<file path="src/rbd_pkg.sv">
package rbd_pkg;

	// word and field widths
	localparam int DATA_W = 32;
	localparam int CNT_W  = 5;
	localparam int REQ_W  = 3;
	localparam int ST_W   = 2;

	// capacity after reset
	localparam logic [CNT_W-1:0] CAP_RESET = 5'd16;

	// request codes
	localparam logic [REQ_W-1:0] REQ_PUSH_FRONT = 3'd0;
	localparam logic [REQ_W-1:0] REQ_PUSH_BACK  = 3'd1;
	localparam logic [REQ_W-1:0] REQ_POP_FRONT  = 3'd2;
	localparam logic [REQ_W-1:0] REQ_POP_BACK   = 3'd3;
	localparam logic [REQ_W-1:0] REQ_PEEK_FRONT = 3'd4;
	localparam logic [REQ_W-1:0] REQ_PEEK_BACK  = 3'd5;

	// status codes
	localparam logic [ST_W-1:0] ST_OK    = 2'd0;
	localparam logic [ST_W-1:0] ST_FULL  = 2'd1;
	localparam logic [ST_W-1:0] ST_EMPTY = 2'd2;

	// result of one request, minus the word read from the store
	typedef struct packed {
		logic             rd;
		logic [ST_W-1:0]  status;
		logic [CNT_W-1:0] count;
		logic             empty;
		logic             full;
	} res_info_t;

endpackage

</file>
<file path="src/rbd_ram.sv">
module rbd_ram #(
	parameter int WIDTH = 32,
	parameter int DEPTH = 16
) (
	input  logic                     clk,
	input  logic                     we,
	input  logic                     re,
	input  logic [$clog2(DEPTH)-1:0] addr,
	input  logic [WIDTH-1:0]         wdata,
	output logic [WIDTH-1:0]         rdata
);

	logic [WIDTH-1:0] mem [DEPTH];

	// write, or read into the output register
	always_ff @(posedge clk) begin
		if (we) begin
			mem[addr] <= wdata;
		end
		if (re) begin
			rdata <= mem[addr];
		end
	end

endmodule

</file>
<file path="src/rbd_ctrl.sv">
module rbd_ctrl #(
	parameter int DEPTH = 16
) (
	input  logic                              clk,
	input  logic                              arst_n,
	input  logic                              cfg_write,
	input  logic [rbd_pkg::CNT_W-1:0]         capacity_in_use,
	input  logic                              in_valid,
	output logic                              in_stall,
	input  logic [rbd_pkg::REQ_W-1:0]         req_type,
	input  logic signed [rbd_pkg::DATA_W-1:0] push_value,
	input  logic                              s2_free,
	output logic                              valid_s1,
	output rbd_pkg::res_info_t                info_s1,
	output logic                              ram_we,
	output logic                              ram_re,
	output logic [$clog2(DEPTH)-1:0]          ram_addr,
	output logic [rbd_pkg::DATA_W-1:0]        ram_wdata
);

	localparam int PTR_W = $clog2(DEPTH);
	localparam int CNT_W = rbd_pkg::CNT_W;
	localparam int WW    = ((PTR_W > CNT_W) ? PTR_W : CNT_W) + 1;
	localparam logic [WW-1:0] DEPTH_W = WW'(DEPTH);
	localparam logic [CNT_W-1:0] CAP_RST =
		(DEPTH < int'(rbd_pkg::CAP_RESET)) ? CNT_W'(DEPTH) : rbd_pkg::CAP_RESET;

	logic [CNT_W-1:0] cap_q;
	logic [PTR_W-1:0] front_q;
	logic [CNT_W-1:0] count_q;

	logic [CNT_W-1:0] cap_clamp;
	logic [WW-1:0]    cap_w;
	logic [WW-1:0]    front_w;
	logic [WW-1:0]    count_w;
	logic             full_now;
	logic             empty_now;
	logic [PTR_W-1:0] front_nxt;
	logic [CNT_W-1:0] count_nxt;
	logic [PTR_W-1:0] addr;
	logic             wr;
	logic             rd;
	logic [rbd_pkg::ST_W-1:0] st;
	logic             accept;

	// (a + b) mod cap, for a sum below twice cap
	function automatic logic [WW-1:0] wrap(input logic [WW-1:0] s, input logic [WW-1:0] cap);
		logic [WW-1:0] r;
		r = (s >= cap) ? s - cap : s;
		return r;
	endfunction

	// stall while the first stage holds a word the output cannot take
	assign in_stall = valid_s1 & ~s2_free;
	assign accept   = in_valid & ~in_stall;

	// limit a written capacity to 1..DEPTH
	always_comb begin
		if (capacity_in_use == '0) begin
			cap_clamp = CNT_W'(1);
		end else if (WW'(capacity_in_use) > DEPTH_W) begin
			cap_clamp = CNT_W'(DEPTH);
		end else begin
			cap_clamp = capacity_in_use;
		end
	end

	assign cap_w     = WW'(cap_q);
	assign front_w   = WW'(front_q);
	assign count_w   = WW'(count_q);
	assign full_now  = (count_q == cap_q);
	assign empty_now = (count_q == '0);

	// decode the request: next pointer and count, store access, status
	always_comb begin
		front_nxt = front_q;
		count_nxt = count_q;
		addr      = front_q;
		wr        = 1'b0;
		rd        = 1'b0;
		st        = rbd_pkg::ST_OK;
		case (req_type) inside
			rbd_pkg::REQ_PUSH_FRONT: begin
				if (full_now) begin
					st = rbd_pkg::ST_FULL;
				end else begin
					if (front_q == '0) begin
						front_nxt = PTR_W'(cap_w - WW'(1));
					end else begin
						front_nxt = front_q - PTR_W'(1);
					end
					addr      = front_nxt;
					wr        = 1'b1;
					count_nxt = count_q + CNT_W'(1);
				end
			end
			rbd_pkg::REQ_PUSH_BACK: begin
				if (full_now) begin
					st = rbd_pkg::ST_FULL;
				end else begin
					addr      = PTR_W'(wrap(front_w + count_w, cap_w));
					wr        = 1'b1;
					count_nxt = count_q + CNT_W'(1);
				end
			end
			rbd_pkg::REQ_POP_FRONT, rbd_pkg::REQ_PEEK_FRONT: begin
				if (empty_now) begin
					st = rbd_pkg::ST_EMPTY;
				end else begin
					rd   = 1'b1;
					addr = front_q;
					if (req_type == rbd_pkg::REQ_POP_FRONT) begin
						front_nxt = PTR_W'(wrap(front_w + WW'(1), cap_w));
						count_nxt = count_q - CNT_W'(1);
					end
				end
			end
			rbd_pkg::REQ_POP_BACK, rbd_pkg::REQ_PEEK_BACK: begin
				if (empty_now) begin
					st = rbd_pkg::ST_EMPTY;
				end else begin
					rd   = 1'b1;
					addr = PTR_W'(wrap(front_w + count_w - WW'(1), cap_w));
					if (req_type == rbd_pkg::REQ_POP_BACK) begin
						count_nxt = count_q - CNT_W'(1);
					end
				end
			end
			default: begin
			end
		endcase
	end

	assign ram_we    = accept & wr;
	assign ram_re    = accept & rd;
	assign ram_addr  = addr;
	assign ram_wdata = $unsigned(push_value);

	// capacity, front pointer and count; a capacity write empties the queue
	always_ff @(posedge clk or negedge arst_n) begin
		if (!arst_n) begin
			cap_q   <= CAP_RST;
			front_q <= '0;
			count_q <= '0;
		end else if (cfg_write) begin
			cap_q   <= cap_clamp;
			front_q <= '0;
			count_q <= '0;
		end else if (accept) begin
			front_q <= front_nxt;
			count_q <= count_nxt;
		end
	end

	// first stage valid: fill on accept, drain when the output takes it
	always_ff @(posedge clk or negedge arst_n) begin
		if (!arst_n) begin
			valid_s1 <= 1'b0;
		end else if (accept) begin
			valid_s1 <= 1'b1;
		end else if (s2_free) begin
			valid_s1 <= 1'b0;
		end
	end

	// hold the result info while the store read is in flight
	always_ff @(posedge clk) begin
		if (accept) begin
			info_s1.rd     <= rd;
			info_s1.status <= st;
			info_s1.count  <= count_nxt;
			info_s1.empty  <= (count_nxt == '0);
			info_s1.full   <= (count_nxt == cap_q);
		end
	end

	a_count_in_cap: assert property (@(posedge clk) disable iff (!arst_n)
		count_q <= cap_q)
		else $error("word count above capacity");

	a_front_in_ring: assert property (@(posedge clk) disable iff (!arst_n)
		front_w < cap_w)
		else $error("front pointer outside the ring");

	a_push_grows: assert property (@(posedge clk) disable iff (!arst_n)
		accept && !cfg_write && !full_now &&
		(req_type == rbd_pkg::REQ_PUSH_FRONT || req_type == rbd_pkg::REQ_PUSH_BACK)
		|=> count_q == $past(count_q) + CNT_W'(1))
		else $error("accepted push did not grow the count");

endmodule

</file>
<file path="src/ring_buffer_deque.sv">
// After its request word is accepted, a result passes the registered read of the
// slot store and then the output register.
// Throughput: one request per cycle unless in_stall is high; the slot store
// has one port and each request reads or writes it at most once.
// Reset (arst_n low): queue empty, front pointer zero, capacity 16 (or DEPTH if
// smaller), both stages empty; slot contents are left as they are.
module ring_buffer_deque #(
	parameter int DEPTH = 16
) (
	input  logic                              clk,
	input  logic                              arst_n,
	input  logic                              cfg_write,
	input  logic [rbd_pkg::CNT_W-1:0]         capacity_in_use,
	input  logic                              in_valid,
	output logic                              in_stall,
	input  logic [rbd_pkg::REQ_W-1:0]         req_type,
	input  logic signed [rbd_pkg::DATA_W-1:0] push_value,
	output logic                              out_valid,
	input  logic                              out_stall,
	output logic signed [rbd_pkg::DATA_W-1:0] read_value,
	output logic [rbd_pkg::ST_W-1:0]          status,
	output logic [rbd_pkg::CNT_W-1:0]         entry_count,
	output logic                              is_empty,
	output logic                              is_full
);

	logic                       s2_free;
	logic                       valid_s1;
	rbd_pkg::res_info_t         info_s1;
	logic                       ram_we;
	logic                       ram_re;
	logic [$clog2(DEPTH)-1:0]   ram_addr;
	logic [rbd_pkg::DATA_W-1:0] ram_wdata;
	logic [rbd_pkg::DATA_W-1:0] ram_rdata;

	logic                              valid_s2;
	logic signed [rbd_pkg::DATA_W-1:0] read_value_s2;
	logic [rbd_pkg::ST_W-1:0]          status_s2;
	logic [rbd_pkg::CNT_W-1:0]         count_s2;
	logic                              empty_s2;
	logic                              full_s2;

	rbd_ctrl #(
		.DEPTH(DEPTH)
	) u_ctrl (
		.clk            (clk),
		.arst_n         (arst_n),
		.cfg_write      (cfg_write),
		.capacity_in_use(capacity_in_use),
		.in_valid       (in_valid),
		.in_stall       (in_stall),
		.req_type       (req_type),
		.push_value     (push_value),
		.s2_free        (s2_free),
		.valid_s1       (valid_s1),
		.info_s1        (info_s1),
		.ram_we         (ram_we),
		.ram_re         (ram_re),
		.ram_addr       (ram_addr),
		.ram_wdata      (ram_wdata)
	);

	rbd_ram #(
		.WIDTH(rbd_pkg::DATA_W),
		.DEPTH(DEPTH)
	) u_store (
		.clk  (clk),
		.we   (ram_we),
		.re   (ram_re),
		.addr (ram_addr),
		.wdata(ram_wdata),
		.rdata(ram_rdata)
	);

	// output register takes a new word when empty or when its word leaves
	assign s2_free = ~valid_s2 | ~out_stall;

	always_ff @(posedge clk or negedge arst_n) begin
		if (!arst_n) begin
			valid_s2 <= 1'b0;
		end else if (s2_free) begin
			valid_s2 <= valid_s1;
		end
	end

	// load the result; the read word only for a pop or peek that succeeded
	always_ff @(posedge clk) begin
		if (s2_free && valid_s1) begin
			read_value_s2 <= info_s1.rd ? $signed(ram_rdata) : '0;
			status_s2     <= info_s1.status;
			count_s2      <= info_s1.count;
			empty_s2      <= info_s1.empty;
			full_s2       <= info_s1.full;
		end
	end

	assign out_valid   = valid_s2;
	assign read_value  = read_value_s2;
	assign status      = status_s2;
	assign entry_count = count_s2;
	assign is_empty    = empty_s2;
	assign is_full     = full_s2;

endmodule
</file>
<file path="config.mk">
export PLATFORM = sky130hd
export DESIGN_NAME = ring_buffer_deque
export DESIGN_NICKNAME = d
export VERILOG_FILES = /design/src/rbd_pkg.sv /design/src/rbd_ram.sv /design/src/rbd_ctrl.sv /design/src/ring_buffer_deque.sv
export SDC_FILE = /design/constraint.sdc
export NUM_CORES = 1
export LEC_CHECK = 0
export BUFFER_PORTS_ARGS = -buffer_cell sky130_fd_sc_hd__buf_2
export CELL_PAD_IN_SITES_DETAIL_PLACEMENT = 0
export CELL_PAD_IN_SITES_GLOBAL_PLACEMENT = 1
export CORE_UTILIZATION = 40
export DETAILED_ROUTE_END_ITERATION = 16
export GPL_TIMING_DRIVEN = 1
export PLACE_DENSITY = 0.61
export RECOVER_POWER = 100
export SYNTH_ARGS = -nofsm -noshare
export SYNTH_HDL_FRONTEND = slang
export SYNTH_HIERARCHICAL = 1
export SYNTH_SLANG_ARGS = --single-unit
</file>
<file path="constraint.sdc">
create_clock -name clk -period 17.4 [get_ports clk]
set_input_delay 3.48 -clock clk [delete_from_list [all_inputs] [get_ports clk]]
set_output_delay 3.48 -clock clk [all_outputs]
set_load 0.05 [all_outputs]
</file>
==> results_dict.tcl, run 1 <==
set metrics [dict create \
    rsz0062_at_grt "no" \
    rows 90 \
    synth_seq_cells 611 \
    crit_required_ps 17510 \
    drtAntennaViolNets 0 \
    path_cells "clkbuf_1, nor2_1, o21a_1, nand2_1, o221ai_4, clkbuf_1, nand2_1, nor2_1" \
    cts-htree-levels 3 \
    worst_setup_path_end_kind "register" \
    antenna_found_initial 1 \
    comb_power_share_pct 15.0 \
    slowest_stage "nor2_1" \
    cts_tree "done" \
    drt-initial-drc-count 821 \
    regToRegEndpoint "u_store/mem[7][19]$_DFFE_PP_" \
    post_drt_wl_per_cell_microns 25.9 \
    clockBufferDepth 3 \
    drv_slew 538 \
    tightestPinTransition_ps 4070 \
    post-route-period-util_pct 60.8 \
    switchingPower_uw 901 \
    drt_first_pass_iters 5 \
    ir_worst_vdd_mv 0.0653 \
    grt_pass1_vias 12800 \
    arrival_ps 10680 \
    cts_resized 0 \
    setup_ws_ps 6830 \
    cap_violations 21 \
    grt-ovfl-total 0 \
    power_switching_share_pct 25.2 \
    setup_viol 0 \
    drcViolationCount 0 \
    dp_hpwl_microns 31400 \
    place_ws_ps 9520 \
    cp_max_fo 36 \
    synth_edf_count 595 \
    coreArea_sq_um 60800 \
    r2r_slack_ps 7340 \
    async_reset_ff_share_pct 2.62 \
    synth_cell_type_count 75 \
    yosysWarnings 6 \
    drive_gt1_share_pct 21.2 \
    power.share.clock_pct 37.9 \
    num_antenna_cells 0 \
    max_freq_ghz 0.0946 \
    start_kind "input pin" \
    p_leak_uw 0.00880 \
    tns_ps 0 \
    clock_sinks 611 \
    synth_fp_nets 1343 \
    max_stage_delay_ps 2980 \
    grt_max_degree 136 \
    violations "max-capacitance violations, max-slew violations" \
    grt_pass1_wl_microns 84400 \
    r2r_start "u_ctrl/count_q[0]$_DFFE_PN0N_" \
    path_clk_slew_ps 60 \
    synth_area_sq_um 24800 \
    die_h_microns 251 \
    postCtsSetupRepairBufs 0 \
    cts_hold_buf 0 \
    nets 1429 \
    avgViaCountPerCell 5.54 \
    cts_made_buffers 66 \
    netlist_instances 1269 \
    io_pins 88 \
    gp_congestion 0.783 \
    cp-startpoint "req_type[1]" \
    clkLatencyLatePin_ps 590 \
    final_common_cell "edfxtp_1" \
    grt_use_total_pct 18.4 \
    power_density_nw_per_um2 129 \
    crit_end "u_store/mem[7][19]$_DFFE_PP_" \
    area_delta_synth_final_pct 12.0 \
    die_area_sq_um 63000 \
    seq_power_share_pct 47.1 \
    cts_root_buffer "clkbuf_16" \
    finClkSkew_ps 15.2 \
    synth_ff_type "edfxtp_1" \
    ff2ff_path_depth 16 \
    ys_seq_area_share_pct 73.6 \
    power.internal_uw 2680 \
    status "finished with violations" \
    fp.dieW_microns 251 \
    vias 12100 \
    slew_headroom_pct -172 \
    initial_core_util_pct 40.8 \
    fin_crit_ps 10570 \
    finalHoldViolCount 0 \
    critPathKind "input pin to register" \
    wl_microns 56600 \
    numPortBuffers 87 \
    hp-class "register to register" \
    avgSynthCellArea_sq_um 19.6 \
    layout_common_cells "edfxtp_1, mux4_2, clkbuf_1, clkbuf_16, a22oi_1" \
]
## area by class of cell
class / instances / area [sq um]
Clock buffer: 83 / 1760
Clock inverter: 30 / 315
Fill cell: 5227 / 33000
Inverter: 26 / 97.6
Multi-Input combinational cell: 539 / 5910
Sequential cell: 611 / 18300
Tap cell: 782 / 978
Timing Repair Buffer: 111 / 470
## worst min path at each step
stage	startpoint	end	slack [ps]	cells after the start
2_1_floorplan	u_ctrl/info_s1[2]$_DFFE_PP_	entry_count[0]$_DFFE_PP_	400	0
3_3_place_gp	u_ctrl/info_s1[0]$_DFFE_PP_	is_full$_DFFE_PP_	400	0
3_5_place_dp	u_ctrl/info_s1[5]$_DFFE_PP_	entry_count[3]$_DFFE_PP_	410	0
4_1_cts	u_ctrl/info_s1[2]$_DFFE_PP_	entry_count[0]$_DFFE_PP_	420	0
5_1_grt	u_ctrl/info_s1[2]$_DFFE_PP_	entry_count[0]$_DFFE_PP_	420	0
6_report	u_ctrl/info_s1[2]$_DFFE_PP_	entry_count[0]$_DFFE_PP_	420	0
## metrics by stage
step / hold slack, ps / total power, uW / area [sq um] / std cells / utilization [%]
after CTS: 420 / 3630 / 28100 / 2181 / 46.2
final: 419 / 3580 / 27800 / 2182 / 45.7
after global placement: 401 / 2270 / 26000 / 2068 / 42.8
after floorplan: 400 / 2120 / 24800 / 1269 / -
after global routing: 422 / 3720 / 27800 / 2182 / 45.7
after detailed placement: 406 / 2270 / 26000 / 2068 / 42.8
## synth_stat cells, types with 6 or more instances
cell type	instances	area, sq um
edfxtp_1	595	17900
mux4_2	128	2880
a22oi_1	64	480
nand2_1	52	195
nor2_1	43	161
buf_4	35	263
clkbuf_1	33	124
and2_2	32	240
ha_1	25	313
inv_1	25	93.8
a21oi_1	20	100
xnor2_1	20	175
dfrtp_1	15	375
o21ai_0	14	70.1
a211oi_1	13	97.6
buf_2	12	60.1
nand2b_1	11	68.8
buf_6	10	113
nor3_1	10	50.1
nand3b_1	9	67.6
mux2i_1	8	80.1
a21o_1	6	45.0
nor2b_1	6	37.5
## layer usage
layer	track usage, %	wire [microns]
met5	0	0
met4	4.56	1030
met3	3.17	2340
met2	30.4	27800
met1	25.4	25400
## cell families after synthesis
kind of cell               Yosys count  synth area share [%]
AOI/OAI and AO/OA                  150                  4.54
xor gates and xnor gates            29                  1.22
and+or+nand+nor                    192                  4.25
muxes                              139                  12.1
DFF                                611                  73.6
buffers and inverters              119                  2.71
adders and majority gates           29                  1.58
## worst max-delay path: cells and delay by family
| kind | cells | cell delay (ps) |
|---|---|---|
| AND/OR/NAND/NOR | 4 | 4220 |
| buffers and inverters | 2 | 2380 |
| AO/OA/AOI/OAI | 2 | 550 |
## flip-flops by register name, indices dropped and copies added, names as in the netlist
register         count
status               2
u_ctrl/info_s1      10
u_ctrl/valid_s1      1
read_value          32
u_ctrl/count_q       5
u_ctrl/cap_q         5
u_ctrl/front_q       4
is_empty             1
u_store/mem        512
u_store/rdata       32
is_full              1
out_valid            1
entry_count          5
## power groups by stage
stage	Clock [uW]	Combinational, uW	Sequential [uW]
3_3_place_gp	0	558	1720
3_5_place_dp	0	559	1720
2_1_floorplan	0	386	1740
5_1_grt	1440	583	1690
6_report	1360	539	1690
4_1_cts	1390	560	1690
Power figures use the tool's default switching activity.
==> run 2: changes to the inputs <==
==> constraint.sdc (replaced) <==
create_clock -name clk -period 10.1 [get_ports clk]
set_input_delay 2.02 -clock clk [delete_from_list [all_inputs] [get_ports clk]]
set_output_delay 2.02 -clock clk [all_outputs]
set_load 0.05 [all_outputs]
==> run 2 against run 1 <==
The run still ends with max-capacitance violations, max-slew violations left. Cell count increased by 0.18%. Power is 78% higher. Final area rose by 0.99%. Via count decreased by 0.57%.
==> results_dict.tcl, run 2 (synthesis gave the netlist of run 1 again) <==
set metrics [dict create \
    status "finished with violations" \
    violations "max-capacitance violations, max-slew violations" \
    cts_root_buffer "clkbuf_16" \
    top_register "u_store/mem" \
    grt_max_degree 136 \
    clkLatencyLatePin_ps 590 \
    max_freq_ghz 0.133 \
    gp_congestion 0.798 \
    cts_hold_buf 0 \
    grt-ovfl-total 0 \
    grt_pass1_vias 12700 \
    grt_use_total_pct 18.0 \
    final_common_cell "edfxtp_1" \
    hp-class "register to register" \
    wl_microns 55100 \
    cts_made_buffers 67 \
    tns_ps 0 \
    initial_core_util_pct 40.8 \
    clockBufferDepth 3 \
    setup_ws_ps 2570 \
    crit_required_ps 10230 \
    cap_violations 14 \
    drive_gt1_share_pct 22.4 \
    place_inst 2065 \
    crit_end "u_store/mem[14][21]$_DFFE_PP_" \
    path_clk_slew_ps 60 \
    layout.cells.non_filler 2186 \
    slew_headroom_pct -100 \
    place_ws_ps 3510 \
    layout_common_cells "edfxtp_1, mux4_2, clkbuf_1, clkbuf_16, a22oi_1" \
    finClkSkew_ps 22.2 \
    dp_hpwl_microns 30600 \
    cts-htree-levels 3 \
    drv_slew 435 \
    clock_sinks 611 \
    drt-initial-drc-count 809 \
    start_kind "register" \
    numPortBuffers 87 \
    drtAntennaViolNets 0 \
    cp_max_fo 135 \
    die_area_sq_um 63000 \
    io_pins 88 \
    fp.dieW_microns 251 \
    area_delta_synth_final_pct 13.1 \
    finalHoldViolCount 0 \
    grt_pass1_wl_microns 83600 \
    antenna_found_initial 1 \
    regToRegEndpoint "u_store/mem[14][21]$_DFFE_PP_" \
    rows 90 \
    power_density_nw_per_um2 227 \
    avgViaCountPerCell 5.50 \
    arrival_ps 7660 \
    cp-startpoint "u_ctrl/count_q[0]$_DFFE_PN0N_" \
    postCtsSetupRepairBufs 0 \
    r2r_slack_ps 2570 \
    finalInstanceArea_sq_um 28100 \
    coreArea_sq_um 60800 \
    cts_resized 0 \
    drt_first_pass_iters 5 \
    post_drt_wl_per_cell_microns 25.2 \
    fin_crit_ps 7530 \
    p_leak_uw 0.00893 \
    nFillCells 5136 \
    die_h_microns 251 \
    vias 12000 \
    post-route-util_pct 46.2 \
    ir_worst_vdd_mv 0.137 \
    r2r_start "u_ctrl/count_q[0]$_DFFE_PN0N_" \
    cts_tree "done" \
    num_antenna_cells 0 \
    setup_viol 0 \
    ff2ff_path_depth 17 \
    placed_area_sq_um 26000 \
    largest_register_ffs 512 \
    nets 1426 \
    tightestPinTransition_ps 3010 \
    critPathKind "register to register" \
    drcViolationCount 0 \
    worst_setup_path_end_kind "register" \
    rsz0062_at_grt "no" \
    post-route-period-util_pct 74.5 \
]
[run 2: cell types whose count changed in the layout (fill, tap and decap cells not counted), sizes merged]
cell / change
buf: +2
clkinv: +7
clkinvlp: -1
inv: -6
bufinv: +7
clkbuf: -5
[run 2: critical path, cell delays in order, from the launching register on]
cell      delay [ps]
dfrtp_1          570
ha_1             280
inv_1             70
fa_1             530
ha_1             320
inv_1             70
fa_1             430
a21o_1           170
a21oi_1          140
o21ai_0          100
a31oi_1          320
nand2_2          140
mux2i_1          150
a211oi_1         400
buf_12           580
nand2b_1         450
nor2_4           160
clkbuf_1        1920
[run 2: worst min path at each step]
stage                                      startpoint  depth (start not counted)                  endpoint
after floorplan           u_ctrl/info_s1[2]$_DFFE_PP_                          0  entry_count[0]$_DFFE_PP_
after global placement    u_ctrl/info_s1[3]$_DFFE_PP_                          0  entry_count[1]$_DFFE_PP_
after detailed placement  u_ctrl/info_s1[0]$_DFFE_PP_                          0         is_full$_DFFE_PP_
after CTS                 u_ctrl/info_s1[0]$_DFFE_PP_                          0         is_full$_DFFE_PP_
after global routing      u_ctrl/info_s1[2]$_DFFE_PP_                          0  entry_count[0]$_DFFE_PP_
final                     u_ctrl/info_s1[0]$_DFFE_PP_                          0         is_full$_DFFE_PP_
[run 2: final cells by class]
type                            instances  area, sq um  area share (%)
Multi-Input combinational cell        539         5950            21.2
Clock inverter                         37          493            1.76
Inverter                               26         97.6           0.348
Sequential cell                       611        18300            65.1
Tap cell                              782          978            3.49
Timing Repair Buffer                  107          477            1.70
Clock buffer                           84         1800            6.43
[run 2: per-layer routing]
layer	share of wire, %	vias up	track usage (%)
met5	0.016	-	0
met4	2.4	2	5.35
met3	4.1	87	3.43
met2	49	277	29.0
met1	45	6384	25.0
li1	-	5277	-
[run 2: where the power goes]
part	leakage [uW]	switching, uW	internal (uW)
logic	0.00220	558	374
registers	0.00561	29.2	2870
clock network	0.00112	965	1570
[run 2: metrics by stage]
stage / hold slack [ps] / power (uW)
floorplan: 400 / 3660
global placement: 404 / 3920
detailed placement: 410 / 3920
CTS: 424 / 6480
global route: 433 / 6620
finish: 422 / 6370
